[config.mk]
export PLATFORM = sky130hd
export DESIGN_NAME = interleaving_string_check
export DESIGN_NICKNAME = d
export VERILOG_FILES = /design/src/hw/rtl/isc_pkg.sv /design/src/hw/rtl/isc_head_cell.sv /design/src/hw/rtl/isc_cell.sv /design/src/hw/rtl/interleaving_string_check.sv
export SDC_FILE = /design/constraint.sdc
export NUM_CORES = 2
export LEC_CHECK = 0
export ABC_AREA = 0
export BUFFER_PORTS_ARGS = -buffer_cell sky130_fd_sc_hd__buf_4
export CORE_UTILIZATION = 55
export DETAILED_ROUTE_END_ITERATION = 6
export GPL_TIMING_DRIVEN = 0
export PLACE_DENSITY_LB_ADDON = 0.1
export SLEW_MARGIN = 30
export SYNTH_ARGS = -nofsm -noshare
export SYNTH_HDL_FRONTEND = slang
export SYNTH_SLANG_ARGS = --single-unit
[constraint.sdc]
create_clock -name i_clk -period 4.65 [get_ports i_clk]
set_input_delay 0.93 -clock i_clk [delete_from_list [all_inputs] [get_ports i_clk]]
set_output_delay 0.93 -clock i_clk [all_outputs]
set_load 0.1 [all_outputs]
[src/hw/rtl/isc_pkg.sv]
// Package with the command codes, walk states and cell token type of the interleaving check.
`timescale 1ns / 1ps

package isc_pkg;

    // Default capacity of the first and second string stores.
    localparam int unsigned MAX_LEN_DEF = 64;

    // Command codes carried in the slave-side tuser field.
    typedef enum logic [1:0] {
        CMD_FIRST  = 2'd0,
        CMD_SECOND = 2'd1,
        CMD_TARGET = 2'd2,
        CMD_EVAL   = 2'd3
    } t_cmd;

    // Control states of the evaluate sequencer.
    typedef enum logic [1:0] {
        ST_IDLE,
        ST_WALK,
        ST_RESULT
    } t_state;

    // Token handed from one cell to the next: one row of the match table.
    typedef struct packed {
        logic       vld;  // A row is present at this cell in this step.
        logic [7:0] a;    // First-string character of that row.
        logic       m;    // Match bit of the left neighbor for that row.
    } t_token;

endpackage

[src/hw/rtl/isc_head_cell.sv]
// Column-zero cell of the match chain: starts each row and injects it into the chain.
`timescale 1ns / 1ps

module isc_head_cell (
    input  logic            i_clk,
    input  logic            i_rst_n,
    input  logic            i_start,
    input  logic            i_run,
    input  logic [7:0]      i_a,
    input  logic [7:0]      i_tgt,
    output isc_pkg::t_token o_tok,
    output logic            o_match
);
    import isc_pkg::*;

    logic       r_m;
    logic       r_vld;
    logic [7:0] r_a;
    logic       n_m;

    // Column zero only matches while the first string runs along the target.
    assign n_m = r_m & (i_a == i_tgt);

    always_ff @(posedge i_clk) begin
        if (!i_rst_n) begin
            r_m   <= 1'b0;
            r_vld <= 1'b0;
        end else if (i_start) begin
            r_m   <= 1'b1;
            r_vld <= 1'b1;
        end else if (i_run) begin
            r_m   <= n_m;
            r_vld <= 1'b1;
        end else begin
            r_vld <= 1'b0;
        end
    end

    always_ff @(posedge i_clk) begin
        if (i_run) begin
            r_a <= i_a;
        end
    end

    assign o_tok   = '{vld: r_vld, a: r_a, m: r_m};
    assign o_match = r_m;

endmodule

[src/hw/rtl/isc_cell.sv]
// One column cell of the match chain: holds a second-string character and its match bit.
`timescale 1ns / 1ps

module isc_cell (
    input  logic            i_clk,
    input  logic            i_rst_n,
    input  logic            i_clear,
    input  logic            i_load,
    input  logic [7:0]      i_char,
    input  logic [7:0]      i_tgt,
    input  isc_pkg::t_token i_tok,
    output isc_pkg::t_token o_tok,
    output logic            o_match
);
    import isc_pkg::*;

    logic [7:0] r_s;
    logic       r_m;
    logic       r_vld;
    logic [7:0] r_a;
    logic       n_m;

    // Reach this entry either by taking the row's first-string character
    // from above, or by taking this column's second-string character.
    assign n_m = (r_m & (i_tok.a == i_tgt)) | (i_tok.m & (r_s == i_tgt));

    always_ff @(posedge i_clk) begin
        if (!i_rst_n) begin
            r_m   <= 1'b0;
            r_vld <= 1'b0;
        end else if (i_clear) begin
            r_m   <= 1'b0;
            r_vld <= 1'b0;
        end else begin
            r_vld <= i_tok.vld;
            if (i_tok.vld) begin
                r_m <= n_m;
            end
        end
    end

    always_ff @(posedge i_clk) begin
        if (i_load) begin
            r_s <= i_char;
        end
        if (i_tok.vld) begin
            r_a <= i_tok.a;
        end
    end

    assign o_tok   = '{vld: r_vld, a: r_a, m: r_m};
    assign o_match = r_m;

endmodule

[src/hw/rtl/interleaving_string_check.sv]
// Top level of the interleaving check: string stores, walk sequencer and the cell chain.
`timescale 1ns / 1ps

// Channel   Direction  Ports                       Contents
// slave     in         i_s_tvalid/o_s_tready       tuser: command, tdata: character byte
// master    out        o_m_tvalid/i_m_tready       tdata: answer, mismatch, overflow flags
//
// A load request is taken in the idle state, and the block stays ready for more requests.
// During an evaluate request the match table is walked as a diagonal wavefront along
// the cell chain, one step a cycle, until the last row reaches the cell of the final
// column. With a length mismatch, or when all three strings are empty, the table is
// not walked.
// Reset is synchronous and active low; it clears the lengths, the overflow flag,
// the cell match bits and the output register. Store contents are not cleared.
// Loads are taken while a finished result still waits; a stalled result holds
// the next evaluate in its result state until the master side takes it.

module interleaving_string_check #(
    parameter int unsigned MAX_LEN = isc_pkg::MAX_LEN_DEF
) (
    input  logic       i_clk,
    input  logic       i_rst_n,
    input  logic       i_s_tvalid,
    output logic       o_s_tready,
    input  logic [7:0] i_s_tdata,   // [7:0] char_value
    input  logic [1:0] i_s_tuser,   // [1:0] command
    output logic       o_m_tvalid,
    input  logic       i_m_tready,
    output logic [7:0] o_m_tdata    // [0] is_interleaving, [1] length_mismatch,
                                    // [2] overflow, [7:3] zero
);
    import isc_pkg::*;

    // Length counters must hold the capacity itself; the target holds twice as much.
    localparam int unsigned LEN_W = $clog2(MAX_LEN + 1);
    localparam int unsigned TGT_W = $clog2(2 * MAX_LEN + 1);
    localparam int unsigned FA_W  = (MAX_LEN > 1) ? $clog2(MAX_LEN) : 1;
    localparam int unsigned TA_W  = $clog2(2 * MAX_LEN);

    // String stores. The second string lives in the cells of the chain.
    logic [7:0] first_mem  [MAX_LEN];
    logic [7:0] target_mem [2 * MAX_LEN];

    t_state           r_state;
    t_state           n_state;
    logic [LEN_W-1:0] r_first_len;
    logic [LEN_W-1:0] r_second_len;
    logic [TGT_W-1:0] r_target_len;
    logic             r_overflow;
    logic [TGT_W-1:0] r_step;
    logic             r_mismatch;
    logic [7:0]       r_rd_first;
    logic [7:0]       r_rd_target;
    logic             r_out_valid;
    logic [2:0]       r_out_flags;

    t_cmd             w_cmd;
    logic             w_accept;
    logic             w_eval;
    logic             w_first_full;
    logic             w_second_full;
    logic             w_target_full;
    logic [TGT_W-1:0] w_sum;
    logic             w_len_mismatch;
    logic [TGT_W-1:0] w_addr;
    logic             w_head_run;
    logic             w_out_load;
    logic             w_answer;
    logic [MAX_LEN:0] w_match;
    t_token           w_tok [MAX_LEN+1];

    assign w_cmd          = t_cmd'(i_s_tuser);
    assign w_accept       = i_s_tvalid & o_s_tready;
    assign w_eval         = w_accept & (w_cmd == CMD_EVAL);
    assign w_first_full   = (r_first_len == LEN_W'(MAX_LEN));
    assign w_second_full  = (r_second_len == LEN_W'(MAX_LEN));
    assign w_target_full  = (r_target_len == TGT_W'(2 * MAX_LEN));
    assign w_sum          = TGT_W'(r_first_len) + TGT_W'(r_second_len);
    assign w_len_mismatch = (w_sum != r_target_len);

    // Next-state logic of the evaluate sequencer.
    always_comb begin
        n_state = r_state;
        case (r_state)
            ST_IDLE: begin
                if (w_eval) begin
                    if (w_len_mismatch || (w_sum == '0)) begin
                        n_state = ST_RESULT;
                    end else begin
                        n_state = ST_WALK;
                    end
                end
            end
            ST_WALK: begin
                if (r_step == w_sum) begin
                    n_state = ST_RESULT;
                end
            end
            ST_RESULT: begin
                if (!r_out_valid || i_m_tready) begin
                    n_state = ST_IDLE;
                end
            end
            default: begin
                n_state = ST_IDLE;
            end
        endcase
    end

    // Outputs of the sequencer. The head cell runs one row per step while
    // rows of the first string remain.
    always_comb begin
        o_s_tready = 1'b0;
        w_head_run = 1'b0;
        w_out_load = 1'b0;
        w_addr     = '0;
        case (r_state)
            ST_IDLE: begin
                o_s_tready = 1'b1;
            end
            ST_WALK: begin
                w_head_run = (r_step <= TGT_W'(r_first_len));
                w_addr     = r_step;
            end
            ST_RESULT: begin
                w_out_load = !r_out_valid || i_m_tready;
            end
            default: begin
                o_s_tready = 1'b0;
            end
        endcase
    end

    always_ff @(posedge i_clk) begin
        if (!i_rst_n) begin
            r_state <= ST_IDLE;
        end else begin
            r_state <= n_state;
        end
    end

    // Lengths and overflow; cleared when the result of an evaluate is issued.
    always_ff @(posedge i_clk) begin
        if (!i_rst_n) begin
            r_first_len  <= '0;
            r_second_len <= '0;
            r_target_len <= '0;
            r_overflow   <= 1'b0;
        end else if (w_out_load) begin
            r_first_len  <= '0;
            r_second_len <= '0;
            r_target_len <= '0;
            r_overflow   <= 1'b0;
        end else if (w_accept) begin
            case (w_cmd)
                CMD_FIRST: begin
                    if (w_first_full) begin
                        r_overflow <= 1'b1;
                    end else begin
                        r_first_len <= r_first_len + 1'b1;
                    end
                end
                CMD_SECOND: begin
                    if (w_second_full) begin
                        r_overflow <= 1'b1;
                    end else begin
                        r_second_len <= r_second_len + 1'b1;
                    end
                end
                CMD_TARGET: begin
                    if (w_target_full) begin
                        r_overflow <= 1'b1;
                    end else begin
                        r_target_len <= r_target_len + 1'b1;
                    end
                end
                default: begin
                    r_overflow <= r_overflow;
                end
            endcase
        end
    end

    // Step counter of the wavefront and the mismatch decision of the evaluate.
    always_ff @(posedge i_clk) begin
        if (!i_rst_n) begin
            r_step     <= '0;
            r_mismatch <= 1'b0;
        end else if (w_eval) begin
            r_step     <= TGT_W'(1);
            r_mismatch <= w_len_mismatch;
        end else if (r_state == ST_WALK) begin
            r_step <= r_step + 1'b1;
        end
    end

    // Store writes, and registered reads of the first and target stores at the step address.
    always_ff @(posedge i_clk) begin
        if (w_accept && (w_cmd == CMD_FIRST) && !w_first_full) begin
            first_mem[r_first_len[FA_W-1:0]] <= i_s_tdata;
        end
        if (w_accept && (w_cmd == CMD_TARGET) && !w_target_full) begin
            target_mem[r_target_len[TA_W-1:0]] <= i_s_tdata;
        end
        r_rd_first  <= first_mem[w_addr[FA_W-1:0]];
        r_rd_target <= target_mem[w_addr[TA_W-1:0]];
    end

    isc_head_cell u_head (
        .i_clk   (i_clk),
        .i_rst_n (i_rst_n),
        .i_start (w_eval),
        .i_run   (w_head_run),
        .i_a     (r_rd_first),
        .i_tgt   (r_rd_target),
        .o_tok   (w_tok[0]),
        .o_match (w_match[0])
    );

    // Column j of the table is cell j; cell j processes row i at step i + j,
    // so every active cell compares against the same target character.
    for (genvar j = 1; j <= MAX_LEN; j++) begin : g_cell
        isc_cell u_cell (
            .i_clk   (i_clk),
            .i_rst_n (i_rst_n),
            .i_clear (w_eval),
            .i_load  (w_accept && (w_cmd == CMD_SECOND) &&
                      (r_second_len == LEN_W'(j - 1))),
            .i_char  (i_s_tdata),
            .i_tgt   (r_rd_target),
            .i_tok   (w_tok[j-1]),
            .o_tok   (w_tok[j]),
            .o_match (w_match[j])
        );
    end

    // The final column's bit answers the question once the last row has passed.
    assign w_answer = w_match[r_second_len];

    always_ff @(posedge i_clk) begin
        if (!i_rst_n) begin
            r_out_valid <= 1'b0;
        end else if (w_out_load) begin
            r_out_valid <= 1'b1;
        end else if (i_m_tready) begin
            r_out_valid <= 1'b0;
        end
    end

    always_ff @(posedge i_clk) begin
        if (w_out_load) begin
            r_out_flags <= {r_overflow, r_mismatch, w_answer & ~r_mismatch};
        end
    end

    assign o_m_tvalid = r_out_valid;
    assign o_m_tdata  = {5'b0, r_out_flags};

    // A mismatch never reports an interleaving.
    a_mismatch_false : assert property (@(posedge i_clk) disable iff (!i_rst_n)
        (o_m_tvalid && o_m_tdata[1]) |-> !o_m_tdata[0])
        else $error("mismatch result reports an interleaving");

    // An evaluate request blocks further requests in the next cycle.
    a_eval_blocks : assert property (@(posedge i_clk) disable iff (!i_rst_n)
        (i_s_tvalid && o_s_tready && (i_s_tuser == CMD_EVAL)) |=> !o_s_tready)
        else $error("request taken right after an evaluate");

    // The wavefront never steps past the final column of the last row.
    a_step_bound : assert property (@(posedge i_clk) disable iff (!i_rst_n)
        (r_state == ST_WALK) |-> (r_step <= w_sum))
        else $error("walk step beyond table size");

    // A new result appears only when the result state issues it.
    a_result_source : assert property (@(posedge i_clk) disable iff (!i_rst_n)
        $rose(o_m_tvalid) |-> $past(r_state == ST_RESULT))
        else $error("result raised outside the result state");

endmodule

==> out/results.ini <==
[status]
outcome = finished, violations left
violations = DRC, setup timing

[setup_path]
start_kind = flip-flop
cpMostUsedCell = buf_4
cp_top_family = compound AO/OA/AOI/OAI gates
crit_path_end_kind = flip-flop
crit_path_top_delay_cell = a2111oi_0
required_ns = 5.35
max_stage_delay_ns = 0.99
path_class = reg -> reg
critPathBufInv = 4
crit_arrival_ns = 5.57
crit_fanout = 10
crit_chain = nand3b_2, buf_4, buf_4, buf_4, buf_2, o221ai_1, o211ai_1, a2111oi_0, a31oi_1, o311ai_2, nand4_1

[synthesis]
yosys-top-cells-count = 2563 x edfxtp_1, 854 x xnor2_1, 428 x nand2_1, 404 x nor2_1, 278 x nand4_1
ys_seq_area_frac = 0.730
synthMostInstantiatedCell = edfxtp_1
synth_warnings = 0
synth_edf_count = 2563
synth_top_flop_cell = edfxtp_1
yosysUniqueCellTypes = 81
syn_area_um2 = 110000
syn-mean-instance-area_um2 = 15.8
synth.area.top_cells = edfxtp_1 70%, xnor2_1 6.8%, dfxtp_1 3.3%, mux4_2 2.7%, mux2i_1 1.8%
ys_ff_latch = 2743
async_flop_share = 0
synth.top_cell.area_share = 0.697
yosysTopAreaCell = edfxtp_1
synthCells = 7010

[die]
num_rows = 164
die_w_um = 450
die-area_um2 = 203000
coreArea_um2 = 200000
ios = 24
initial_core_util = 0.553
dieHeight_um = 450

[drt]
post-route-drc-count = 1
wirelength_um = 346000
wl_per_cell_um = 33.9
ant_nets = 0
initialDrtViolationCount = 9516
via_per_inst = 6.45
vias = 65982
firstDrtPassIters = 7

[timing]
fmax_mhz = 206
setup-violations-final = 8
tightest_slew_ns = 1.18
period_share = 1.05
slew_headroom = 0.214
setup_slack_ns = -0.216
fin_tns_setup_ns = -0.719
drv_slew = 0
hold_violations = 0
fin_crit_ns = 4.87
holdWs_ns = 0.312
skew_ns = 0.0607
rsz0062_at_grt = no

[cts]
cts_sinks = 2743
clock_latency_ns = 0.94
ctsHtreeMaxLevel = 5
root_buffer = clkbuf_16
cts_hold_buf = 0
cts_buffer_depth = 4
numCtsBuffers = 298
clk_pin_slew_worst_paths_ns = 0.06
cts_tree = yes

[global_route]
grt_first_pass_wirelength_um = 482000
globalRouteTotalUtil = 0.339
grt_overflow_total = 0
grt_max_degree = 107
antenna_found_initial = 9
first_global_vias = 63762

[power]
vdd_drop_max_mv = 0.437
p_leak_nw = 38.6
p_per_area_nw_per_um2 = 409
power_mw = 50.8

[placement]
pre_cts_ws_ns = -0.736
placed_cells = 9726
place_congestion = 1.01
place_hpwl_um = 241000
numPortBuffers = 16

[cells_and_area]
finalNonFillerCells = 10232
nNetsFinal = 7407
synthToLayoutAreaGrowth_pct = 12.6
drive_gt1_frac = 0.115
fillerInstances = 14561

[min_path]
hold_path_class = in -> reg

[flow_run]
max-cap-violations = 0

[through the flow]
step / utilization / cell area (um2)
after floorplan: - / 110000
after global placement: 0.570 / 114000
after detailed placement: 0.577 / 115000
after CTS: 0.622 / 124000
after global routing: 0.623 / 124000
final: 0.623 / 124000
[logic make-up after synthesis]
group / Yosys count / share of synthesized area
other: 1 / 0.0000340
adders and majority gates: 24 / 0.00279
muxes: 355 / 0.0475
buffers and inverters: 438 / 0.0164
DFF: 2743 / 0.730
AOI/OAI and AO/OA: 887 / 0.0529
and+or+nand+nor: 1490 / 0.0655
xor gates and xnor gates: 1072 / 0.0853
[state kept, by name, indices dropped and copies added, names as in the netlist, 8 cells and up]
register / count
first_mem: 512
g_cell.u_cell.o_match: 64
g_cell.u_cell.r_a: 504
g_cell.u_cell.r_s: 512
g_cell.u_cell.r_vld: 63
r_rd_first: 8
r_rd_target: 8
r_step: 8
r_target_len: 8
target_mem: 1024
u_head.r_a: 8
[where the power goes]
group	switching (mW)	internal [mW]
logic	1.10	0.386
clock network	9.39	13.0
registers	0.0319	26.9
[final cells by class]
cell class                 instances  area, um2  area share
clock buffer                     395       8150      0.0655
sequential                      2743      80600       0.648
buffer                           408       1880      0.0151
tap                             2656       3320      0.0267
antenna                            5       12.5    0.000101
clock inverter                   107        855     0.00687
inverter                          27        103    0.000825
multi-input combinational       3833      28300       0.227
timing repair buffer              58       1170     0.00942
[per-layer routing]
layer | part of all wire | vias to the layer above | global-route usage
met5 | 0.000075 | - | 0
met4 | 0.073 | 4 | 0.212
met3 | 0.091 | 985 | 0.0619
met2 | 0.47 | 4000 | 0.536
met1 | 0.37 | 33487 | 0.437
li1 | - | 27506 | -
[layout by cell type, fill, tap and decap left out, types with 34 or more instances in the layout]
cell,instances
mux2i_1,201
clkinv_1,51
and3_1,109
o22ai_1,57
xnor2_1,854
xor2_1,216
clkbuf_16,305
clkbuf_1,235
buf_2,126
nor4_1,61
o221ai_1,89
clkbuf_2,51
dfxtp_1,180
nor2_1,377
nand3_1,92
a31oi_1,46
a21oi_1,224
nand2_1,428
mux4_2,133
clkinv_2,34
edfxtp_1,2563
o211ai_1,34
nand4_1,278
buf_1,40
o21ai_0,194
[worst register-to-register path, delay by kind of cell (launching register included)]
kind / cells / cell delay, ns
flip-flops: 1 / 0.59
buffers and inverters: 4 / 1.22
AO/OA/AOI/OAI: 5 / 2.12
AND/OR/NAND/NOR: 2 / 0.74
[timing repair]
action | in CTS | in global routing
cloned | 0 | 0
buffers inserted | 2 | 0
setup endpoints to repair | 24 | 17
pin swaps | 1 | 0
resized for setup | 12 | 22
[path summary, 6_finish.rpt]
kind / startpoint / end / slack (ns) / depth (start not counted)
worst max-delay path: r_step[0] / r_rd_target[4] / -0.22 / 11
worst min-delay path: i_s_tdata[3] / first_mem[55][3] / 0.31 / 1
worst max register to register: r_step[0] / r_rd_target[4] / -0.22 / 11
worst min register to register: g_cell[5].u_cell.r_a[5] / g_cell[6].u_cell.r_a[5] / 0.45 / 0
No activity file was read; power rests on OpenSTA's default activity.
